--- src/hw/rtl/gbcs_pkg.sv ---
package gbcs_pkg;

  localparam int DATA_W  = 32;
  localparam int ENTRY_W = 3 * DATA_W;

  // controller to datapath
  typedef struct packed {
    logic lookup;
    logic update;
    logic drain_rd;
    logic drain_load;
    logic clear;
  } gbcs_cmd_t;

  // datapath to controller
  typedef struct packed {
    logic last_row;
    logic drain_end;
    logic out_free;
  } gbcs_sts_t;

endpackage

--- src/hw/rtl/gbcs_ctrl.sv ---
module gbcs_ctrl
  import gbcs_pkg::*;
(
  input  logic      clk,
  input  logic      rst_n,
  input  logic      in_valid,
  output logic      in_stall,
  input  gbcs_sts_t sts,
  output gbcs_cmd_t cmd
);

  localparam logic [1:0] ST_IDLE = 2'd0;
  localparam logic [1:0] ST_UPD  = 2'd1;
  localparam logic [1:0] ST_DRD  = 2'd2;
  localparam logic [1:0] ST_DOUT = 2'd3;

  logic [1:0] state_r;
  logic [1:0] state_nxt;

  always_comb begin
    state_nxt      = state_r;
    cmd            = '0;
    in_stall       = 1'b1;
    unique case (state_r)
      ST_IDLE: begin
        in_stall   = 1'b0;
        cmd.lookup = in_valid;
        if (in_valid) begin
          state_nxt = ST_UPD;
        end
      end
      ST_UPD: begin
        cmd.update = 1'b1;
        state_nxt  = sts.last_row ? ST_DRD : ST_IDLE;
      end
      ST_DRD: begin
        cmd.drain_rd = 1'b1;
        state_nxt    = ST_DOUT;
      end
      ST_DOUT: begin
        if (sts.out_free) begin
          cmd.drain_load = 1'b1;
          cmd.clear      = sts.drain_end;
          state_nxt      = sts.drain_end ? ST_IDLE : ST_DRD;
        end
      end
      default: state_nxt = ST_IDLE;
    endcase
  end

  always_ff @(posedge clk) begin
    if (!rst_n) begin
      state_r <= ST_IDLE;
    end else begin
      state_r <= state_nxt;
    end
  end

endmodule

--- config.mk ---
export PLATFORM = sky130hd
export DESIGN_NAME = gbcs_ctrl
export DESIGN_NICKNAME = d
export VERILOG_FILES = /design/src/hw/rtl/gbcs_pkg.sv /design/src/hw/rtl/gbcs_ctrl.sv
export SDC_FILE = /design/constraint.sdc
export NUM_CORES = 1
export LEC_CHECK = 0
export BUFFER_PORTS_ARGS = -buffer_cell sky130_fd_sc_hd__buf_2
export CORE_AREA = 4 4 41 43
export DETAILED_ROUTE_END_ITERATION = 8
export DIE_AREA = 0 0 45 47
export HOLD_SLACK_MARGIN = 0.02
export PLACE_DENSITY_LB_ADDON = 0.25
export SETUP_SLACK_MARGIN = 0.05
export SYNTH_ARGS = -nofsm -noshare
export SYNTH_HDL_FRONTEND = slang
export SYNTH_SLANG_ARGS = --single-unit
--- constraint.sdc ---
create_clock -name clk -period 1.55 [get_ports clk]
set_input_delay 0.0775 -clock clk [delete_from_list [all_inputs] [get_ports clk]]
set_output_delay 0.0775 -clock clk [all_outputs]
set_load 0.01 [all_outputs]
==> results_dict.tcl, run 1 <==
set metrics [dict create \
    clock_skew_ns 0.00160 \
    startpoint "state_r[0]" \
    rsz0062_at_grt "false" \
    setup-violations-final 0 \
    drv_slew 0 \
    cts_buffer_depth 2 \
    max_freq_mhz 885 \
    p_int_w 0.000160 \
    rrSetupSlack_ns 0.69 \
    crit_chain "and4_4, buf_2" \
    layout.nets 36 \
    cts.sinks 2 \
    cap_violations 0 \
    syn_inst 14 \
    leakagePower_nw 0.121 \
    clockPowerShare_pct 54.7 \
    min_period_ns 1.13 \
    cp.arrival_ns 1.05 \
    pwr-share-seq_pct 28.7 \
    synth_warnings 0 \
    p_comb_share_pct 16.7 \
    power_density_nw_per_um2 976 \
    synth.area.top_cells "dfxtp_1 (32%), nor2b_1 (10%), nor3b_2 (10%), and4_4 (9.1%), a21boi_0 (6.1%)" \
    vias 156 \
    hold_violations 0 \
    relSlewSlack_pct 84.6 \
    worst_path_largest_cell_delay_ns 0.43 \
    required_ns 1.47 \
    diodes 0 \
    cts_tree "yes" \
    ys_seq_elements 2 \
    yosysSeqAreaShare_pct 32.3 \
    r2r_cells 2 \
    worst_slew_pin_slew_ns 0.230 \
    crit_path_end_kind "primary output" \
    post_cts_resized 0 \
    crit_family "flip-flops" \
    drc 0 \
    top_regs "state_r x2" \
    antenna_found_initial 0 \
    setup_tns_ns 0 \
    clk_pin_slew_ns 0.03 \
    cts_made_buffers 3 \
    crit_cells 2 \
    start_util_pct 9.52 \
    largest_reg_flops 2 \
    grt_max_degree 9 \
    grt_pass1_wl_um 648 \
    first_global_vias 159 \
    place_congestion 0.682 \
    hold_class "primary input to flip-flop" \
    area_delta_synth_final_pct 77.8 \
    synth.distinct_cells 12 \
    yosys.area.top_type "dfxtp_1" \
    grt.total_usage_pct 5.12 \
    die_w_um 45 \
    drt_wl_total_um 434 \
    fin_crit_sh_pct 72.9 \
    portBuffers 11 \
    htree_levels 1 \
    core-area_sq_um 1300 \
    drive_gt1_share_pct 57.1 \
    yosysTopAreaCellShare_pct 32.3 \
    holdPathStages 2 \
    avgSynthCellArea_sq_um 8.85 \
    final_util_pct 16.9 \
    detail-route-antenna-nets 0 \
    placementRows 13 \
    syn_nets 20 \
    synth.cell_area_sq_um 124 \
    grt.overflow.total 0 \
    critical_path.endpoint "cmd[0]" \
    wl_per_cell_um 10.1 \
    top_register "state_r" \
    ir_drop_mv 0.206 \
    critPathMaxFanout 8 \
    cpMaxStageDelayCell "dfxtp_1" \
    cp.buffers_inverters 1 \
    drtPass1Iterations 1 \
    start_kind "flip-flop" \
    dieArea_sq_um 2120 \
    io_pins 12 \
    fillers 158 \
    rr_endpoint "state_r[0]" \
    hold_buffers 0 \
    die_height_um 47 \
    status "complete, no violations" \
    worstSkewPairLatency_ns 0.23 \
    cts-root-buf "clkbuf_4" \
    switchingPower_w 0.0000547 \
    r2r_start "state_r[0]" \
    post_cts.repair.setup_buffers 0 \
    worstSetupPathType "flip-flop to primary output" \
    avgViaCountPerCell 3.63 \
    swShare_pct 25.4 \
    drt_iter0_markers 0 \
]
==> layout by cell type, fill, tap and decap left out, drive strengths merged <==
master and instances:
o21a 1, nor3b 1, inv 1, nor2b 2
a21oi 1, and4 1, dfxtp 2, nor2 1
and2b 1, or2 1, and3 1, buf 11
clkbuf 3, a21boi 1
==> synth_stat cells <==
cell type and instances:
dfxtp_1 2, nor2b_1 2, a21boi_0 1, a21oi_1 1, and2b_1 1, and3_1 1, and4_4 1, inv_1 1
nor2_1 1, nor3b_2 1, o21a_1 1, or2_1 1
==> how the worst min path moves through the flow <==
stage,start,to,slack (ns)
3_3_place_gp,rst_n,state_r[0],0.29
2_1_floorplan,rst_n,state_r[0],0.20
6_report,rst_n,state_r[0],0.07
4_1_cts,rst_n,state_r[0],0.06
5_1_grt,rst_n,state_r[0],0.07
3_5_place_dp,rst_n,state_r[0],0.30
==> cell type report <==
cell class                 instances  area [sq um]  area share (%)
clock buffer                       3          22.5            10.2
inverter                           1          3.75            1.70
multi-input combinational         11          80.1            36.4
sequential                         2          40.0            18.2
tap                               15          18.8            8.52
timing repair buffer              11          55.1            25.0
==> layer usage <==
layer / track usage [%] / wire (um)
met3: 2.30 / 54
met5: 0 / 0
met2: 7.34 / 173
met4: 8.77 / 21
met1: 4.06 / 184
==> power by group through the flow <==
stage | clock, W | sequential, W | combinational [W]
floorplan | 0 | 0.0000601 | 0.0000191
global placement | 0 | 0.0000614 | 0.0000349
detailed placement | 0 | 0.0000620 | 0.0000366
CTS | 0.000126 | 0.0000614 | 0.0000368
global route | 0.000129 | 0.0000624 | 0.0000400
finish | 0.000118 | 0.0000616 | 0.0000359
==> worst reg2reg max path: cells and delay by family (launching register included) <==
kind	cells	cell delay, ns
DFF	1	0.43
AOI/OAI and AO/OA	2	0.32
==> metrics by stage <==
step | total power, W | setup WS, ns | instances | hold slack, ns | instance area, sq um
2_1_floorplan | 0.0000792 | 0.696 | 14 | 0.195 | 124
3_3_place_gp | 0.0000962 | 0.687 | 40 | 0.291 | 198
3_5_place_dp | 0.0000986 | 0.666 | 40 | 0.303 | 198
4_1_cts | 0.000224 | 0.413 | 43 | 0.0610 | 220
5_1_grt | 0.000231 | 0.355 | 43 | 0.0681 | 220
6_report | 0.000215 | 0.421 | 43 | 0.0667 | 220
==> cell families (layout without fill, tap and decap cells) <==
group	count (synthesis)	after routing	share of synthesized area, %
buf+inv	1	15	3.03
simple gates	8	8	48.5
flops	2	2	32.3
compound gates	3	3	16.2
Note: power is estimated with default switching activity, not from simulation.
==> run 2, diff against run 1 <==
==> constraint.sdc (replaced) <==
create_clock -name clk -period 0.9 [get_ports clk]
set_input_delay 0.045 -clock clk [delete_from_list [all_inputs] [get_ports clk]]
set_output_delay 0.045 -clock clk [all_outputs]
set_load 0.01 [all_outputs]
==> run 2 against run 1 <==
Net effect: the run now ends with setup timing left; sequential cell count did not move; design area rose by 16%; sequential share of layout area rose by 0.35 points; critical endpoint is now cmd[4]; worst setup slack got worse by 0.57 ns; via count rose by 9.0%; combinational power rose by 110%; global-route usage rose by 0.16 points.
==> results_dict.tcl, run 2 (synthesis gave the netlist of run 1 again) <==
set metrics [dict create \
    status "complete, but fails checks" \
    violations "setup timing" \
    leakagePower_nw 0.140 \
    placementRows 13 \
    min_period_ns 1.05 \
    antenna_found_initial 0 \
    power_w 0.000379 \
    die_w_um 45 \
    setup_tns_ns -0.546 \
    start_util_pct 9.52 \
    grt.total_usage_pct 5.28 \
    crit_cells 3 \
    avgViaCountPerCell 3.70 \
    wl_met2_um 203 \
    cp.arrival_ns 1.00 \
    start_kind "flip-flop" \
    core-area_sq_um 1300 \
    switchingPower_w 0.0000965 \
    drt_iter0_markers 0 \
    hold_class "primary input to flip-flop" \
    clockPowerShare_pct 53.6 \
    cts_tree "yes" \
    holdPathEnd "state_r[0]" \
    cts_made_buffers 3 \
    hold_violations 0 \
    ir_drop_mv 0.359 \
    topRoutingLayerUsed "met4" \
    hp-start "rst_n" \
    r2r_cells 4 \
    clk_pin_slew_ns 0.03 \
    area_delta_synth_final_pct 107 \
    p_comb_share_pct 19.6 \
    final_util_pct 19.7 \
    rrSetupSlack_ns -0.07 \
    place_congestion 0.682 \
    grt_max_degree 8 \
    required_ns 0.85 \
    portBuffers 11 \
    max_freq_mhz 956 \
    setup-violations-final 6 \
    cpMaxStageDelayCell "dfxtp_4" \
    drt_wl_total_um 462 \
    drive_gt1_share_pct 67.7 \
    htree_levels 1 \
    critPathMaxFanout 7 \
    io_pins 12 \
    power_density_nw_per_um2 1480 \
    worst_slew_pin_slew_ns 0.172 \
    p_int_w 0.000283 \
    crit_path_end_kind "primary output" \
    rr_endpoint "state_r[1]" \
    cts-root-buf "clkbuf_4" \
    vias 170 \
    cts.sinks 2 \
    cp.buffers_inverters 1 \
    crit_chain "or2_1, nor2_1, buf_2" \
    fin_ws_ns -0.146 \
    cts_buffer_depth 2 \
    fin_crit_sh_pct 116 \
    grt.overflow.total 0 \
    first_global_vias 167 \
    wl_per_cell_um 10.0 \
    final_common_cell "buf_2" \
    worst_path_largest_cell_delay_ns 0.35 \
    detail-route-antenna-nets 0 \
    drc 0 \
    clock_skew_ns 0.00214 \
    met1_length_um 182 \
    met3_length_um 55 \
    dieArea_sq_um 2120 \
    relSlewSlack_pct 88.6 \
    cap_violations 0 \
    final_cell_mix "buf_2 (10), clkbuf_4 (3), buf_4 (3)" \
    rsz0062_at_grt "true" \
    fillers 155 \
    r2r_start "state_r[1]" \
    layout.nets 39 \
    crit_family "flip-flops" \
    worstSkewPairLatency_ns 0.23 \
    swShare_pct 25.4 \
    grt_pass1_wl_um 676 \
    worstSetupPathType "flip-flop to primary output" \
    diodes 0 \
    drtPass1Iterations 1 \
    largest_reg_flops 2 \
    pwr-share-seq_pct 26.8 \
    top_regs "state_r x2" \
    die_height_um 47 \
    holdPathStages 2 \
    top_register "state_r" \
    drv_slew 0 \
]
-- run 2: changes by cell type in the layout (fill, tap and decap cells not counted), sizes merged --
cell  change
buf       +3
-- run 2: area by class of cell --
| cell class | count | area [sq um] | area share, % |
|---|---|---|---|
| repair buffers | 14 | 83.8 | 32.7 |
| flip-flops and latches | 2 | 47.5 | 18.5 |
| clock buffers | 3 | 22.5 | 8.78 |
| well taps | 15 | 18.8 | 7.32 |
| multi-input cells | 11 | 80.1 | 31.2 |
| inverters | 1 | 3.75 | 1.46 |
-- run 2: how the worst max path moves through the flow --
stage          startpoint     end  slack [ns]
4_1_cts        state_r[1]  cmd[4]       -0.17
3_5_place_dp   state_r[0]  cmd[0]        0.05
2_1_floorplan  state_r[1]  cmd[4]        0.08
3_3_place_gp   state_r[0]  cmd[0]        0.07
6_report       state_r[0]  cmd[4]       -0.15
5_1_grt        state_r[0]  cmd[4]       -0.21
-- run 2: routing by layer --
layer	vias to the layer above	global-route usage, %
li1	82	-
met1	73	4.29
met2	13	7.63
met3	2	2.30
met4	0	8.77
met5	-	0
-- run 2: timing repair --
action	CTS	global route
endpoints found under the setup margin	8	8
gates resized for setup	3	3
buffers inserted	1	2
pin swaps	0	2
hold buffers	0	0
-- run 2: worst register-to-register path, delay by kind of cell (launching register included) --
kind / cells / cell delay, ns
and+or+nand+nor: 2 / 0.30
DFF: 1 / 0.33
buffers and inverters: 2 / 0.27
-- run 2: power groups by stage --
stage	clock, W	combinational, W	sequential (W)
after floorplan	0	0.0000329	0.000104
after CTS	0.000217	0.0000688	0.000105
after global routing	0.000221	0.0000821	0.000104
final	0.000203	0.0000743	0.000102
after detailed placement	0	0.0000630	0.000107
after global placement	0	0.0000601	0.000106
-- run 2: stage by stage --
step	hold WS [ns]	worst slack (ns)	area [sq um]	std cells
after floorplan	0.163	0.0784	124	14
after detailed placement	0.270	0.0481	198	40
final	0.0319	-0.146	256	46
after global placement	0.259	0.0697	198	40
after global routing	0.0326	-0.214	256	46
after CTS	0.0275	-0.169	233	44
==> run 3, diff against run 2 <==
--- a/config.mk
+++ b/config.mk
@@ -6,11 +6,11 @@
 export NUM_CORES = 1
 export LEC_CHECK = 0
 export BUFFER_PORTS_ARGS = -buffer_cell sky130_fd_sc_hd__buf_2
+export CAP_MARGIN = 30
 export CORE_AREA = 4 4 41 43
 export DETAILED_ROUTE_END_ITERATION = 8
 export DIE_AREA = 0 0 45 47
 export HOLD_SLACK_MARGIN = 0.02
-export PLACE_DENSITY_LB_ADDON = 0.25
 export SETUP_SLACK_MARGIN = 0.05
 export SYNTH_ARGS = -nofsm -noshare
 export SYNTH_HDL_FRONTEND = slang
==> run 3 against run 2 <==
Net effect: the run still ends with setup timing left; combinational power shrank 5.1%; core utilization shrank 1.1 points; sequential power is essentially flat; sequential cell count is the same; sequential share of layout area is essentially flat; design area shrank 5.4%; die area is the same; largest cell class is now multi-input combinational cells; highest routed layer is now met3.
==> results_dict.tcl, run 3 (synthesis gave the netlist of run 1 again) <==
set metrics [dict create \
    diodes 0 \
    cpMaxStageDelayCell "dfxtp_2" \
    top_regs "state_r x2" \
    setup_tns_ns -0.433 \
    hold_buffers 0 \
    cts_tree "yes" \
    cts-root-buf "clkbuf_4" \
    largest_reg_flops 2 \
    p_int_w 0.000282 \
    cts_buffer_depth 2 \
    wl_per_cell_um 9.23 \
    first_global_vias 168 \
    worst_slew_pin_slew_ns 0.161 \
    status "complete, but fails checks" \
    start_util_pct 9.52 \
    cp.arrival_ns 1.00 \
    antenna_found_initial 0 \
    die_w_um 45 \
    drv_slew 0 \
    detail-route-antenna-nets 0 \
    die_height_um 47 \
    drive_gt1_share_pct 65.5 \
    multi_input_area_sq_um 80.1 \
    clockPowerShare_pct 52.7 \
    worstSkewPairLatency_ns 0.22 \
    core-area_sq_um 1300 \
    htree_levels 1 \
    fin_ws_ns -0.148 \
    fin_crit_sh_pct 116 \
    hpwl_um 285 \
    clock_skew_ns 0.000370 \
    dieArea_sq_um 2120 \
    grt_pass1_wl_um 607 \
    fin_area_sq_um 243 \
    seqCellArea_sq_um 45.0 \
    portBuffers 11 \
    worstSetupPathType "flip-flop to primary output" \
    place_congestion 0.649 \
    fillers 158 \
    grt.total_usage_pct 4.96 \
    start_kind "flip-flop" \
    required_ns 0.85 \
    switchingPower_w 0.0000868 \
    cts_made_buffers 3 \
    hold_violations 0 \
    leakagePower_nw 0.129 \
    io_pins 12 \
    crit_path_end_kind "primary output" \
    setup-violations-final 6 \
    max_freq_mhz 954 \
    drc 0 \
    pwr-share-seq_pct 28.2 \
    critPathMaxFanout 7 \
    vias 153 \
    avgViaCountPerCell 3.48 \
    swShare_pct 23.5 \
    final_common_cell "buf_2" \
    ir_drop_mv 0.285 \
    rsz0062_at_grt "true" \
    cap_violations 0 \
    crit_family "flip-flops" \
    cts.sinks 2 \
    place_area_sq_um 198 \
    crit_chain "or2_1, nor2_1, buf_2" \
    hold_class "primary input to flip-flop" \
    drt_wl_total_um 406 \
    relSlewSlack_pct 89.3 \
    layout.nets 37 \
    grt.overflow.total 0 \
    final_cell_mix "buf_2 (10), clkbuf_4 (3), nor2b_1 (2), buf_6 (2)" \
    placementRows 13 \
    area_delta_synth_final_pct 96.0 \
    p_comb_share_pct 19.1 \
    top_register "state_r" \
    power_density_nw_per_um2 1520 \
    drtPass1Iterations 2 \
    clk_pin_slew_ns 0.03 \
    violations "setup timing" \
    grt_max_degree 8 \
    worst_path_largest_cell_delay_ns 0.33 \
    min_period_ns 1.05 \
    cp.buffers_inverters 1 \
    drt_iter0_markers 2 \
]
==> run 3: changes by cell type in the layout (fill, tap and decap cells not counted), sizes merged <==
cell | previous run | this run
buf | 14 | 12
==> run 3: per-stage QoR <==
stage | power, W | hold WS (ns) | util (%) | setup slack (ns) | cells
floorplan | 0.000136 | 0.163 | - | 0.0784 | 14
global placement | 0.000167 | 0.282 | 15.2 | 0.0711 | 40
detailed placement | 0.000168 | 0.271 | 15.2 | 0.0594 | 40
CTS | 0.000386 | 0.0370 | 18.7 | -0.160 | 44
global route | 0.000397 | 0.0580 | 18.7 | -0.207 | 44
finish | 0.000369 | 0.0510 | 18.7 | -0.148 | 44
==> run 3: final timing paths <==
check	start	to	slack, ns	cells after the start
worst max-delay path	state_r[1]	cmd[4]	-0.15	3
worst max register to register	state_r[0]	state_r[1]	0.11	3
worst min-delay path	rst_n	state_r[0]	0.05	2
worst min register to register	state_r[0]	state_r[0]	0.59	2
==> run 3: worst register-to-register path, delay by kind of cell (launching register included) <==
kind | cells | cell delay, ns
buffers and inverters | 1 | 0.11
AO/OA/AOI/OAI | 1 | 0.15
flip-flops | 1 | 0.35
AND/OR/NAND/NOR | 1 | 0.06
==> run 3: timing repair <==
action	in CTS	in global routing
buffers inserted	1	0
resized for setup	5	0
endpoints found under the setup margin	6	6
==> run 3: area by class of cell <==
| type | count | area share (%) |
|---|---|---|
| inverter | 1 | 1.55 |
| multi-input combinational | 11 | 33.0 |
| sequential | 2 | 18.6 |
| clock buffer | 3 | 9.28 |
| tap | 15 | 7.73 |
| timing repair buffer | 12 | 29.9 |
==> run 3: metal layers <==
layer / vias to the layer above / part of all wire [%] / wire, um / GRT usage, %
met5: - / 0 / 0 / 0
met4: 0 / 0 / 0 / 7.02
met3: 0 / 18 / 72 / 5.36
met2: 8 / 50 / 202 / 6.50
met1: 64 / 32 / 131 / 3.16
li1: 81 / - / - / -
==> run 3: power groups by stage <==
| stage | combinational, W | clock (W) | sequential [W] |
|---|---|---|---|
| 5_1_grt | 0.0000787 | 0.000212 | 0.000106 |
| 3_3_place_gp | 0.0000616 | 0 | 0.000106 |
| 3_5_place_dp | 0.0000616 | 0 | 0.000106 |
| 4_1_cts | 0.0000706 | 0.000212 | 0.000104 |
| 6_report | 0.0000705 | 0.000194 | 0.000104 |
| 2_1_floorplan | 0.0000329 | 0 | 0.000104 |
